### config.mk
export PLATFORM = sky130hd
export DESIGN_NAME = light_effect_sequencer
export DESIGN_NICKNAME = d
export VERILOG_FILES = /design/src/sv/lfs_pkg.sv /design/src/sv/lfs_state.sv /design/src/sv/lfs_color.sv /design/src/sv/light_effect_sequencer.sv
export SDC_FILE = /design/constraint.sdc
export NUM_CORES = 1
export LEC_CHECK = 0
export BUFFER_PORTS_ARGS = -buffer_cell sky130_fd_sc_hd__buf_2
export CORE_ASPECT_RATIO = 1.5
export CORE_UTILIZATION = 28
export DETAILED_ROUTE_END_ITERATION = 7
export PLACE_DENSITY_LB_ADDON = 0.15
export SETUP_SLACK_MARGIN = 0.3
export SLEW_MARGIN = 10
export SYNTH_ARGS = -nofsm -noshare
export SYNTH_HDL_FRONTEND = slang
export SYNTH_HIERARCHICAL = 1
export SYNTH_SLANG_ARGS = --single-unit
### constraint.sdc
create_clock -name i_clk -period 5.9 [get_ports i_clk]
set_input_delay 0.59 -clock i_clk [delete_from_list [all_inputs] [get_ports i_clk]]
set_output_delay 0.59 -clock i_clk [all_outputs]
set_load 0.01 [all_outputs]
### src/sv/lfs_pkg.sv
// Shared types, register codes and effect constants for the light effect sequencer.
`timescale 1ns / 1ps

package lfs_pkg;

    // Effect mode codes held in the effect_mode register.
    localparam logic [3:0] MODE_IDLE   = 4'd0;
    localparam logic [3:0] MODE_NIGHT  = 4'd1;
    localparam logic [3:0] MODE_DANCE  = 4'd2;
    localparam logic [3:0] MODE_PULSE  = 4'd3;
    localparam logic [3:0] MODE_SWEEP  = 4'd4;
    localparam logic [3:0] MODE_STROBE = 4'd5;
    localparam logic [3:0] MODE_WARM   = 4'd6;
    localparam logic [3:0] MODE_COOL   = 4'd7;
    localparam logic [3:0] MODE_BEACON = 4'd8;

    // Register index of effect_mode on the configuration port.
    localparam logic REG_EFFECT_MODE = 1'b0;

    // Hue stepping.
    localparam logic [9:0] HUE_FULL     = 10'd360;
    localparam logic [9:0] DANCE_STEP   = 10'd30;
    localparam logic [9:0] RAINBOW_STEP = 10'd2;

    // Breathing ramp, in hundredths.
    localparam logic [6:0] BREATH_LOW  = 7'd30;
    localparam logic [6:0] BREATH_HIGH = 7'd100;

    // Flash periods in ticks.
    localparam logic [1:0] FLASH_PERIOD = 2'd3;
    localparam logic [2:0] BLINK_PERIOD = 3'd5;

    // Opacity levels.
    localparam logic [7:0] OPA_FULL = 8'd255;
    localparam logic [7:0] OPA_DIM  = 8'd178;
    localparam logic [7:0] OPA_NONE = 8'd0;

    typedef logic [3:0] t_mode;

    // One color with its opacity.
    typedef struct packed {
        logic [7:0] red;
        logic [7:0] green;
        logic [7:0] blue;
        logic [7:0] opacity;
    } t_pixel;

    // What the color stage needs to render one frame, after the state update.
    typedef struct packed {
        t_mode      mode;
        logic [8:0] hue;
        logic [6:0] level;
        logic       lit;
    } t_desc;

endpackage

### src/sv/lfs_state.sv
// Effect state registers and their per-tick update.
`timescale 1ns / 1ps

module lfs_state
    import lfs_pkg::*;
(
    input  logic  i_clk,
    input  logic  i_rst_n,
    input  t_mode i_mode,
    input  logic  i_step,
    output logic  o_emit,
    output t_desc o_desc
);

    logic [8:0] r_dance_hue, n_dance_hue;
    logic [8:0] r_rainbow_hue, n_rainbow_hue;
    logic [6:0] r_breath_level, n_breath_level;
    logic       r_breath_rising, n_breath_rising;
    logic [1:0] r_flash_count, n_flash_count;
    logic       r_flash_lit, n_flash_lit;
    logic [2:0] r_blink_count, n_blink_count;
    logic       r_blink_lit, n_blink_lit;

    logic [9:0] dance_sum;
    logic [9:0] rainbow_sum;
    logic [8:0] breath_sum;
    logic [1:0] flash_inc;
    logic [2:0] blink_inc;

    // Candidate next values for every effect; only the active one is kept.
    always_comb begin
        dance_sum   = {1'b0, r_dance_hue} + DANCE_STEP;
        rainbow_sum = {1'b0, r_rainbow_hue} + RAINBOW_STEP;
        breath_sum  = r_breath_rising ? ({2'b00, r_breath_level} + 9'd3)
                                      : ({2'b00, r_breath_level} - 9'd3);
        flash_inc   = r_flash_count + 2'd1;
        blink_inc   = r_blink_count + 3'd1;

        n_dance_hue     = r_dance_hue;
        n_rainbow_hue   = r_rainbow_hue;
        n_breath_level  = r_breath_level;
        n_breath_rising = r_breath_rising;
        n_flash_count   = r_flash_count;
        n_flash_lit     = r_flash_lit;
        n_blink_count   = r_blink_count;
        n_blink_lit     = r_blink_lit;

        if (i_step) begin
            case (i_mode)
                MODE_DANCE: begin
                    n_dance_hue = (dance_sum >= HUE_FULL) ? 9'd0 : dance_sum[8:0];
                end
                MODE_SWEEP: begin
                    n_rainbow_hue = (rainbow_sum >= HUE_FULL) ? 9'd0 : rainbow_sum[8:0];
                end
                MODE_PULSE: begin
                    // Bit 8 of the sum acts as a sign; a negative value falls into the low clamp.
                    if (!breath_sum[8] && breath_sum >= {2'b00, BREATH_HIGH}) begin
                        n_breath_level  = BREATH_HIGH;
                        n_breath_rising = 1'b0;
                    end else if (breath_sum[8] || breath_sum <= {2'b00, BREATH_LOW}) begin
                        n_breath_level  = BREATH_LOW;
                        n_breath_rising = 1'b1;
                    end else begin
                        n_breath_level = breath_sum[6:0];
                    end
                end
                MODE_STROBE: begin
                    if (flash_inc >= FLASH_PERIOD) begin
                        n_flash_count = 2'd0;
                        n_flash_lit   = ~r_flash_lit;
                    end else begin
                        n_flash_count = flash_inc;
                    end
                end
                MODE_BEACON: begin
                    if (blink_inc >= BLINK_PERIOD) begin
                        n_blink_count = 3'd0;
                        n_blink_lit   = ~r_blink_lit;
                    end else begin
                        n_blink_count = blink_inc;
                    end
                end
                default: begin
                end
            endcase
        end
    end

    // Descriptor of the frame, built from the updated state.
    always_comb begin
        o_emit       = i_step && (i_mode inside {[MODE_NIGHT:MODE_BEACON]});
        o_desc.mode  = i_mode;
        o_desc.hue   = (i_mode == MODE_DANCE) ? n_dance_hue : n_rainbow_hue;
        o_desc.level = n_breath_level;
        o_desc.lit   = (i_mode == MODE_STROBE) ? n_flash_lit : n_blink_lit;
    end

    // State registers.
    always_ff @(posedge i_clk) begin
        if (!i_rst_n) begin
            r_dance_hue     <= 9'd0;
            r_rainbow_hue   <= 9'd0;
            r_breath_level  <= 7'd0;
            r_breath_rising <= 1'b1;
            r_flash_count   <= 2'd0;
            r_flash_lit     <= 1'b0;
            r_blink_count   <= 3'd0;
            r_blink_lit     <= 1'b0;
        end else begin
            r_dance_hue     <= n_dance_hue;
            r_rainbow_hue   <= n_rainbow_hue;
            r_breath_level  <= n_breath_level;
            r_breath_rising <= n_breath_rising;
            r_flash_count   <= n_flash_count;
            r_flash_lit     <= n_flash_lit;
            r_blink_count   <= n_blink_count;
            r_blink_lit     <= n_blink_lit;
        end
    end

endmodule

### src/sv/lfs_color.sv
// Color rendering: hue to RGB, breathing opacity and the fixed looks.
`timescale 1ns / 1ps

module lfs_color
    import lfs_pkg::*;
(
    input  t_desc  i_desc,
    output t_pixel o_pixel
);

    logic [2:0]  sector;
    logic [8:0]  base;
    logic [5:0]  frac;
    logic [6:0]  tri_val;
    logic [10:0] x_scaled;
    logic [7:0]  x;
    logic [24:0] opa_prod;
    logic [7:0]  breath_opa;

    // Hue sector by threshold compares, then the ramp within the sector.
    always_comb begin
        if (i_desc.hue >= 9'd300) begin
            sector = 3'd5;
            base   = 9'd300;
        end else if (i_desc.hue >= 9'd240) begin
            sector = 3'd4;
            base   = 9'd240;
        end else if (i_desc.hue >= 9'd180) begin
            sector = 3'd3;
            base   = 9'd180;
        end else if (i_desc.hue >= 9'd120) begin
            sector = 3'd2;
            base   = 9'd120;
        end else if (i_desc.hue >= 9'd60) begin
            sector = 3'd1;
            base   = 9'd60;
        end else begin
            sector = 3'd0;
            base   = 9'd0;
        end
        frac    = 6'(i_desc.hue - base);
        tri_val = sector[0] ? (7'd60 - {1'b0, frac}) : {1'b0, frac};
        // floor(t*255/60) equals floor(t*17/4).
        x_scaled = {tri_val, 4'b0000} + {4'b0000, tri_val};
        x        = x_scaled[9:2];
    end

    // floor(level*255/100) through a reciprocal; exact for every level from 0 to 100.
    always_comb begin
        opa_prod   = 25'(i_desc.level) * 25'd167127;
        breath_opa = opa_prod[23:16];
    end

    // Look selection by mode.
    always_comb begin
        o_pixel = '{red: 8'd0, green: 8'd0, blue: 8'd0, opacity: OPA_NONE};
        case (i_desc.mode)
            MODE_NIGHT: begin
                o_pixel = '{red: 8'd255, green: 8'd255, blue: 8'd255, opacity: OPA_FULL};
            end
            MODE_WARM: begin
                o_pixel = '{red: 8'd255, green: 8'd200, blue: 8'd120, opacity: OPA_FULL};
            end
            MODE_COOL: begin
                o_pixel = '{red: 8'd180, green: 8'd220, blue: 8'd255, opacity: OPA_FULL};
            end
            MODE_PULSE: begin
                o_pixel = '{red: 8'd80, green: 8'd120, blue: 8'd255, opacity: breath_opa};
            end
            MODE_STROBE: begin
                if (i_desc.lit) begin
                    o_pixel = '{red: 8'd255, green: 8'd255, blue: 8'd255, opacity: OPA_FULL};
                end
            end
            MODE_BEACON: begin
                if (i_desc.lit) begin
                    o_pixel = '{red: 8'd0, green: 8'd100, blue: 8'd255, opacity: OPA_FULL};
                end else begin
                    o_pixel = '{red: 8'd0, green: 8'd30, blue: 8'd80, opacity: OPA_DIM};
                end
            end
            MODE_DANCE, MODE_SWEEP: begin
                o_pixel.opacity = OPA_FULL;
                case (sector)
                    3'd0: begin
                        o_pixel.red = 8'd255; o_pixel.green = x;      o_pixel.blue = 8'd0;
                    end
                    3'd1: begin
                        o_pixel.red = x;      o_pixel.green = 8'd255; o_pixel.blue = 8'd0;
                    end
                    3'd2: begin
                        o_pixel.red = 8'd0;   o_pixel.green = 8'd255; o_pixel.blue = x;
                    end
                    3'd3: begin
                        o_pixel.red = 8'd0;   o_pixel.green = x;      o_pixel.blue = 8'd255;
                    end
                    3'd4: begin
                        o_pixel.red = x;      o_pixel.green = 8'd0;   o_pixel.blue = 8'd255;
                    end
                    default: begin
                        o_pixel.red = 8'd255; o_pixel.green = 8'd0;   o_pixel.blue = x;
                    end
                endcase
            end
            default: begin
            end
        endcase
    end

endmodule

### src/sv/light_effect_sequencer.sv
// Top level of the light effect sequencer: config port, frame register and result register.
`timescale 1ns / 1ps

// The sequencer accepts one tick beat per clock cycle while o_ready is high. The effect
// state is updated in the cycle of acceptance, which sets that rate; the descriptor is
// held in the frame register and the color in the result register. A tick of zero, or
// a tick in off mode or an unused mode code, yields no result. The result register and
// the frame register between them let a new tick be taken while a finished color waits;
// with both full, the input stalls until the result beat is taken. effect_mode sits at
// byte address 0 of the configuration port; the user must write it only while the block
// is idle, which the block itself does not enforce. Reset needs no clearing pass.
module light_effect_sequencer
    import lfs_pkg::*;
(
    input  logic        i_clk,
    input  logic        i_rst_n,
    // Configuration port.
    input  logic        psel,
    input  logic        penable,
    input  logic        pwrite,
    input  logic [2:0]  paddr,
    input  logic [31:0] pwdata,
    output logic [31:0] prdata,
    output logic        pready,
    // Tick channel.
    input  logic        i_valid,
    output logic        o_ready,
    input  logic        i_tick,
    // Color channel.
    output logic        o_valid,
    input  logic        i_ready,
    output logic [7:0]  o_red,
    output logic [7:0]  o_green,
    output logic [7:0]  o_blue,
    output logic [7:0]  o_opacity
);

    t_mode  r_mode;
    logic   r_s1_valid, n_s1_valid;
    t_desc  r_s1_desc;
    logic   r_out_valid, n_out_valid;
    t_pixel r_out_pixel;

    logic   cfg_write;
    logic   in_accept;
    logic   out_load;
    logic   emit;
    t_desc  desc;
    t_pixel pixel;

    // Configuration access.
    assign pready    = 1'b1;
    assign cfg_write = psel && penable && pwrite && pready;
    assign prdata    = (paddr[2] == REG_EFFECT_MODE) ? {28'd0, r_mode} : 32'd0;

    always_ff @(posedge i_clk) begin
        if (!i_rst_n) begin
            r_mode <= MODE_IDLE;
        end else if (cfg_write && paddr[2] == REG_EFFECT_MODE) begin
            r_mode <= pwdata[3:0];
        end
    end

    // Handshake: the result register loads when empty or being drained.
    assign out_load  = !r_out_valid || i_ready;
    assign o_ready   = !r_s1_valid || out_load;
    assign in_accept = i_valid && o_ready;

    lfs_state u_state (
        .i_clk   (i_clk),
        .i_rst_n (i_rst_n),
        .i_mode  (r_mode),
        .i_step  (in_accept && i_tick),
        .o_emit  (emit),
        .o_desc  (desc)
    );

    lfs_color u_color (
        .i_desc  (r_s1_desc),
        .o_pixel (pixel)
    );

    // Valid bits of the frame and result registers.
    always_comb begin
        n_s1_valid  = r_s1_valid;
        n_out_valid = r_out_valid;
        if (out_load) begin
            n_out_valid = r_s1_valid;
            n_s1_valid  = 1'b0;
        end
        if (in_accept) begin
            n_s1_valid = emit;
        end
    end

    always_ff @(posedge i_clk) begin
        if (!i_rst_n) begin
            r_s1_valid  <= 1'b0;
            r_out_valid <= 1'b0;
        end else begin
            r_s1_valid  <= n_s1_valid;
            r_out_valid <= n_out_valid;
        end
    end

    // Payload registers.
    always_ff @(posedge i_clk) begin
        if (in_accept && emit) begin
            r_s1_desc <= desc;
        end
        if (out_load && r_s1_valid) begin
            r_out_pixel <= pixel;
        end
    end

    assign o_valid   = r_out_valid;
    assign o_red     = r_out_pixel.red;
    assign o_green   = r_out_pixel.green;
    assign o_blue    = r_out_pixel.blue;
    assign o_opacity = r_out_pixel.opacity;

endmodule

# --- After elaboration in Yosys (flattened, before gate mapping) ---
# Cells that the tools add are included.
word_totals:
  ff_bits: 92
  in_bits: 43
  out_inout_bits: 67
  word_cells: 126
classes:
  add_sub_neg: 9
  n_mul: 1
  order_cmp: 13
  n_eq_ne: 17
  muxes: 41
  bitwise: 3
  n_reduce_logical: 23
op_table:
  columns: ["operator", "count"]
  rows:
  - ["one-hot mux 32 bit (7 select lines)", 1]
  - ["one-hot mux 24 bit (5 select lines)", 1]
  - ["two-way mux 9 bit", 8]
  - ["two-way mux 7 bit", 5]
  - ["two-way mux 32 bit", 1]
  - ["two-way mux 6 bit", 5]
  - ["equality test 4 x 3 -> 1 bit, second input constant", 6]
  - ["multiplier 7 x 18 -> 24 bit, second input constant", 1]
  - ["two-way mux 23 bit", 1]
  - [">= comparator 10 x 9 -> 1 bit, second input constant", 2]
  - [">= comparator 9 x 7 -> 1 bit, second input constant", 2]
  - [">= comparator 9 x 8 -> 1 bit, second input constant", 2]
  - ["equality test 4 x 2 -> 1 bit, second input constant", 4]
  - ["two-way mux 3 bit", 5]
  - ["two-way mux 1 bit", 12]
  - ["adder 10 x 7 -> 10 bit", 1]
  - ["adder 9 x 2 -> 10 bit, second input constant", 1]
  - ["adder 9 x 5 -> 10 bit, second input constant", 1]
  - ["logical AND 1 bit", 10]
  - [">= comparator 9 x 6 -> 1 bit, second input constant", 1]
  - [">= comparator 9 bit, second input constant", 1]
  - ["less-or-equal comparator 9 x 5 -> 1 bit, second input constant", 1]
  - ["adder 7 x 2 -> 8 bit, second input constant", 1]
  - ["equality test 4 bit, second input constant", 2]
  - ["23 further kinds", 32]

# --- Longest topological paths before layout ---
# Gate-level depths: netlist (run 1).
depth:
  word_depth: 12
  mapped_depth: 20
  ltp_nobuf: 18

# --- Modules after synthesis ---
# The synthesis (run 1) kept the hierarchy.
modules_own_cells:
  columns: ["mod", "instances", "cells_each", "area_each_um2", "seq_area_each_um2"]
  rows:
  - ["lfs_color", 1, 385, 2984.1, 0.0]
  - ["lfs_state", 1, 352, 2648.8, 660.6]
  - ["light_effect_sequencer", 1, 117, 2118.3, 1711.6]

# --- Least setup slack after synthesis (run 1) ---
# Ideal clock, no wire load.
synth_timing:
  kind: "reg-to-reg"
  startpoint: "reg r_s1_desc[5] (netlist bit)"
  endpoint: "reg r_out_pixel (netlist bit o_opacity[7]), data pin"
  setup_ps: 259
  arrival_ps: 4177
  t_required_ps: 5641
  setup_slack_ps: 1464
  path_stages_with_launch: 14
  path_buffers: 0
  synth_period_minus_slack_ps: 4436
  cell_sequence: "edfxtp_1 -> fa_1 -> inv_1 -> fa_1 -> fa_1 -> inv_1 -> fa_1 -> ha_1 -> a21oi_1 -> a221oi_1 -> a221oi_1 -> o21ai_0 -> o31a_1 -> a211o_1"
synth_lines:
  columns: ["item", "line", "source"]
  rows:
  - ["start, declared", "light_effect_sequencer.sv:40", "t_desc r_s1_desc;"]
  - ["start signal, assigned", "light_effect_sequencer.sv:109", "r_s1_desc <= desc;"]
  - ["end signal, assigned", "light_effect_sequencer.sv:112", "r_out_pixel <= pixel;"]
  - ["end, declared", "light_effect_sequencer.sv:42", "t_pixel r_out_pixel;"]

==> results.yml, run 1 <==
status:
  outcome: "finished clean"
power:
  seqPwrFrac: 0.493
  comb_power_share: 0.055
  vdd_ir_drop_max_mv: 0.127
  power_switching_share: 0.214
  switchingPower_uw: 295
  clkPwrFrac: 0.452
  power_density_nw_per_um2: 164
  leakage_uw: 0.00358
  internal_power_uw: 1080
finish:
  nFillCells: 2911
  drive_gt1_frac: 0.112
  ff_latch_area_um2: 2370
  area_delta_synth_final_pct: 8.49
  diodes: 0
  multi_input_area_um2: 4770
  final_nets: 1011
logic_synthesis:
  ys_async_sr_fraction: 0
  ys_seq_area_frac: 0.306
  synth_most_common_cell: "ha_1"
  synth_cell_types: 88
  yosys_register_bits: 92
  synthFlopType: "edfxtp_1"
  synth_top_cells_by_count: "ha_1 (74), inv_1 (67), a21oi_1 (62), nand2_1 (62), o21ai_0 (59)"
  synthTopCellsByArea: "edfxtp_1 (21%), ha_1 (12%), dfxtp_1 (10%), fa_1 (6.2%), a21oi_1 (4.0%)"
  synth-edff-count: 53
  yosysWarnings: 6
  synth.largest_area_cell: "edfxtp_1"
  netlist_area_um2: 7750
  synth_top_area_share: 0.205
  syn_avg_cell_area_um2: 9.08
  postSynthCellCount: 854
timing:
  setup_tns_ns: 0
  grt_setup_unrepaired: "false"
  worst_pin_slew_ns: 1.07
  setup-violations-final: 0
  period_minus_slack_ns: 4.98
  max_freq_ghz: 0.201
  hold_violations: 0
  finClkSkew_ns: 0.00806
  period_share: 0.844
  slew_headroom: 0.284
  whs_ns: 0.437
  finalMaxSlewViolations: 0
global_routing:
  grt_pass1_vias: 5749
  track_usage: 0.133
  grt_max_degree: 33
  globalRouteOverflowTotal: 0
  grt_pass1_wl_mm: 29.6
  antenna_found_initial: 0
clock_tree:
  cts_hold_buffers: 0
  cts-resized-gates: 0
  htreeDepth: 3
  post-cts-setup-buffers: 0
  clk_latency_ns: 0.34
  clk_path_buf_depth: 2
  clk_pin_slew_worst_paths_ns: 0.07
  cts_tree: "yes"
  root_buffer: "clkbuf_16"
  numCtsBuffers: 9
  clock_sinks: 92
routing:
  via_per_inst: 4.84
  drt_pass1_iterations: 4
  drc: 0
  routed_wl_mm: 18.0
  initialDrtViolationCount: 296
  vias: 5888
  routedWlPerCell_um: 14.8
  ant_nets: 0
worst_setup_path:
  worstPathCellList: "fa_1 -> inv_1 -> fa_1 -> fa_1 -> inv_1 -> fa_1 -> ha_1 -> nand3b_1 -> a221oi_1 -> a221oi_1 -> buf_4 -> o21ai_0 -> o31a_1 -> nor4_1 -> a211o_1"
  arrival_ns: 5.08
  cp_num_buf_inv: 3
  max_stage_delay_ns: 0.57
  worst_setup_path_end_kind: "flop"
  path_delay_family: "adder cells"
  critPathMostFrequentCell: "fa_1"
  timing_worst_setup_path_type: "flop to flop"
  startpoint_type: "flop"
  crit_required_ns: 6.00
  slowest_stage: "fa_1"
  cp_max_fo: 6
die:
  die-area_um2: 28400
  die_x_um: 138
  core_area_um2: 27200
  io_pins: 110
  fp.dieH_um: 206
  start_util: 0.285
  std_cell_rows: 74
job:
  max_cap_violations: 0
min_path:
  min_path_type: "flop to flop"
place:
  hpwlAfterDp_mm: 14.3
  routabilityCongestion: 0.857
  io_buffers: 50
[kinds of logic (layout without fill, tap and decap cells)]
kind of cell | count (synthesis) | in the layout | share of synthesized area
AOI/OAI and AO/OA | 231 | 231 | 0.200
xor gates and xnor gates | 28 | 28 | 0.0334
adders and majority gates | 101 | 101 | 0.185
buffers and inverters | 141 | 135 | 0.0930
DFF | 92 | 92 | 0.306
muxes | 12 | 12 | 0.0181
other | 2 | 29 | 0.000969
and+or+nand+nor | 247 | 247 | 0.164
[flip-flops by register name, summed over array words and instances (netlist names), 2 cells and up]
name / cells
u_state/r_dance_hue: 9
o_blue: 8
o_red: 8
r_mode: 4
o_opacity: 8
u_state/r_rainbow_hue: 9
o_green: 8
r_s1_desc: 21
u_state/r_breath_level: 7
u_state/r_flash_count: 2
u_state/r_blink_count: 3
[through the flow]
| step | std cells | setup slack (ns) | instance area, um2 | util | power (uW) |
|---|---|---|---|---|---|
| after floorplan | 881 | 1.46 | 7850 | - | 764 |
| after global placement | 1201 | 0.886 | 8080 | 0.297 | 771 |
| after detailed placement | 1201 | 0.847 | 8080 | 0.297 | 770 |
| after CTS | 1217 | 0.827 | 8410 | 0.309 | 1400 |
| after global routing | 1217 | 0.634 | 8410 | 0.309 | 1430 |
| final | 1217 | 0.921 | 8410 | 0.309 | 1380 |
[path summary, 6_finish.rpt]
path | start | to | slack (ns) | cells past startpoint
worst max-delay path | r_s1_desc[5]$_DFFE_PP_ | o_opacity[7]$_DFFE_PP_ | 0.92 | 15
worst min-delay path | u_state/r_dance_hue[0]$_SDFF_PN0_ | u_state/r_dance_hue[0]$_SDFF_PN0_ | 0.44 | 2
worst max register to register | r_s1_desc[5]$_DFFE_PP_ | o_opacity[7]$_DFFE_PP_ | 0.92 | 15
worst min register to register | u_state/r_dance_hue[0]$_SDFF_PN0_ | u_state/r_dance_hue[0]$_SDFF_PN0_ | 0.44 | 2
[per-layer routing]
metal | global-route usage | routed length, um
met1 | 0.159 | 7740
met4 | 0.0377 | 268
met3 | 0.0170 | 455
met2 | 0.245 | 9490
met5 | 0 | 0
[tightest hold or removal path, stage by stage, from the launching register on]
cell	delay [ns]
dfxtp_1	0.31
nand2_1	0.05
a21oi_1	0.03
[layout by cell type (no fill, tap or decap), types with 29 or more instances in the layout]
cell       n
ha_1      74
inv_1     67
nand2_1   62
a21oi_1   61
o21ai_0   59
nor2_1    54
edfxtp_1  53
buf_2     50
dfxtp_1   39
conb_1    29
[power groups by stage]
stage | combinational [uW] | sequential, uW | clock [uW]
5_1_grt | 86.6 | 680 | 667
2_1_floorplan | 70.9 | 693 | 0
6_report | 75.2 | 680 | 623
3_3_place_gp | 76.2 | 694 | 0
4_1_cts | 76.6 | 680 | 643
3_5_place_dp | 75.9 | 694 | 0
[layout make-up]
| class | count | area share |
|---|---|---|
| well taps | 342 | 0.0509 |
| clock buffers | 14 | 0.0341 |
| flip-flops and latches | 92 | 0.282 |
| inverters | 68 | 0.0304 |
| clock inverters | 2 | 0.00461 |
| multi-input cells | 648 | 0.567 |
| repair buffers | 51 | 0.0307 |
(Power assumes the default switching activity.)
==> run 2, diff against run 1 <==
- clock period: 5.9 -> 4.5 ns (I/O delays scaled with it)
==> results.yml, run 2 (synthesis gave the netlist of run 1 again) <==
global_routing:
  globalRouteOverflowTotal: 0
  antenna_found_initial: 0
  grt_pass1_vias: 5979
  grt_pass1_wl_mm: 30.0
  track_usage: 0.135
  grt_max_degree: 33
finish:
  largest_reg_flops: 21
  drive_gt1_frac: 0.184
  reg_top3: "r_s1_desc (21), u_state/r_dance_hue (9), u_state/r_rainbow_hue (9)"
  regMostFlops: "r_s1_desc"
  mostFrequentLayoutCells: "ha_1 (70), inv_1 (67), nand2_1 (61), a21oi_1 (57), o21ai_0 (57)"
  mostFrequentLayoutCell: "ha_1"
  final_nets: 1052
  diodes: 0
  area_delta_synth_final_pct: 14.7
  design_area_um2: 8890
timing:
  finClkSkew_ns: 0.00650
  grt_setup_unrepaired: "true"
  setup-violations-final: 0
  slew_headroom: 0.381
  worst_pin_slew_ns: 0.921
  max_freq_ghz: 0.226
  period_share: 0.985
  finalMaxSlewViolations: 0
  hold_violations: 0
  period_minus_slack_ns: 4.43
power:
  comb_power_share: 0.065
  internal_power_uw: 1320
  power_density_nw_per_um2: 196
  vdd_ir_drop_max_mv: 0.168
  clkPwrFrac: 0.424
  power_switching_share: 0.240
  seqPwrFrac: 0.511
  switchingPower_uw: 418
  finalPower_uw: 1740
  leakage_uw: 0.00383
worst_setup_path:
  arrival_ns: 4.54
  cp_num_buf_inv: 3
  worst_setup_path_end_kind: "flop"
  slowest_stage: "fa_1"
  critPathMostFrequentCell: "fa_1"
  cp_max_fo: 3
  path_delay_family: "adder cells"
  crit_required_ns: 4.61
  max_stage_delay_ns: 0.57
  worstPathCellList: "fa_1 -> inv_1 -> fa_1 -> fa_1 -> inv_1 -> fa_1 -> ha_4 -> nand3b_1 -> a221oi_4 -> a221oi_2 -> buf_4 -> o21ai_4 -> o31a_1 -> nor4_2 -> a211o_1"
  timing_worst_setup_path_type: "flop to flop"
  startpoint_type: "flop"
routing:
  ant_nets: 0
  via_per_inst: 4.88
  routed_wl_mm: 18.5
  routedWlPerCell_um: 14.7
  vias: 6144
  initialDrtViolationCount: 319
  drc: 0
  drt_pass1_iterations: 5
die:
  core_area_um2: 27200
  die_x_um: 138
  start_util: 0.285
  std_cell_rows: 74
  fp.dieH_um: 206
  die-area_um2: 28400
  io_pins: 110
clock_tree:
  clk_latency_ns: 0.35
  clk_path_buf_depth: 2
  clk_pin_slew_worst_paths_ns: 0.07
  clock_sinks: 92
  cts_tree: "yes"
  numCtsBuffers: 9
  htreeDepth: 3
  cts_hold_buffers: 0
  root_buffer: "clkbuf_16"
place:
  routabilityCongestion: 0.828
  io_buffers: 50
  postPlaceCellArea_um2: 8290
  hpwlAfterDp_mm: 14.6
status:
  outcome: "finished clean"
job:
  max_cap_violations: 0
min_path:
  min_path_type: "primary input to flop"
-- run 2: cell types whose count changed in the layout (fill, tap and decap cells not counted), sizes merged --
| cell | previous run | this run |
|---|---|---|
| clkbuf | 14 | 10 |
| inv | 67 | 68 |
| bufinv | 1 | 0 |
| clkinv | 2 | 6 |
| buf | 51 | 92 |
-- run 2: metrics by stage --
step / setup WS [ns] / util / hold WS [ns] / instances / TNS (ns)
2_1_floorplan: 0.319 / - / 0.412 / 881 / 0
3_3_place_gp: 0.0105 / 0.305 / 0.431 / 1227 / 0
3_5_place_dp: 0.0335 / 0.305 / 0.431 / 1227 / 0
4_1_cts: 0.0485 / 0.321 / 0.331 / 1251 / 0
5_1_grt: -0.132 / 0.327 / 0.346 / 1258 / -0.578
6_report: 0.0687 / 0.327 / 0.345 / 1258 / 0
-- run 2: routing by layer --
metal | track usage | wire length (um) | vias to the layer above
li1 | - | - | 3110
met1 | 0.159 | 8090 | 2931
met2 | 0.249 | 9720 | 86
met3 | 0.0168 | 397 | 17
met4 | 0.0392 | 250 | 0
met5 | 0 | 0 | -
-- run 2: area by class of cell --
class,count,area [um2]
clock buffer,10,239
tap,342,428
clock inverter,6,48.8
sequential,92,2370
inverter,68,255
fill,2910,18300
timing repair buffer,92,569
multi-input combinational,648,4980
-- run 2: path summary, 6_finish.rpt --
path / end / startpoint / slack (ns) / cells past startpoint
worst max-delay path: o_opacity[7]$_DFFE_PP_ / r_s1_desc[7]$_DFFE_PP_ / 0.07 / 15
worst min-delay path: r_mode[2]$_SDFFE_PN0P_ / pwdata[2] / 0.35 / 3
worst max register to register: o_opacity[7]$_DFFE_PP_ / r_s1_desc[7]$_DFFE_PP_ / 0.07 / 15
worst min register to register: u_state/r_dance_hue[0]$_SDFF_PN0_ / u_state/r_dance_hue[0]$_SDFF_PN0_ / 0.44 / 2
-- run 2: power by group through the flow --
| stage | registers [uW] | logic, uW | clock network [uW] |
|---|---|---|---|
| floorplan | 908 | 93.8 | 0 |
| global placement | 910 | 106 | 0 |
| detailed placement | 910 | 105 | 0 |
| CTS | 890 | 110 | 766 |
| global route | 891 | 126 | 797 |
| finish | 890 | 113 | 738 |
-- run 2: repair_timing --
item	in CTS	in global routing
setup buffers	8	7
endpoints found under the setup margin	13	16
pin swaps	10	4
cloned	0	0
resized for setup	17	16
-- run 2: worst reg2reg max path: cells and delay by family, from the launching register on --
family          cells  cell delay (ns)
fa+ha+maj           5             2.30
compound gates      5             1.01
flops               1             0.43
buf+inv             3             0.27
simple gates        2             0.18
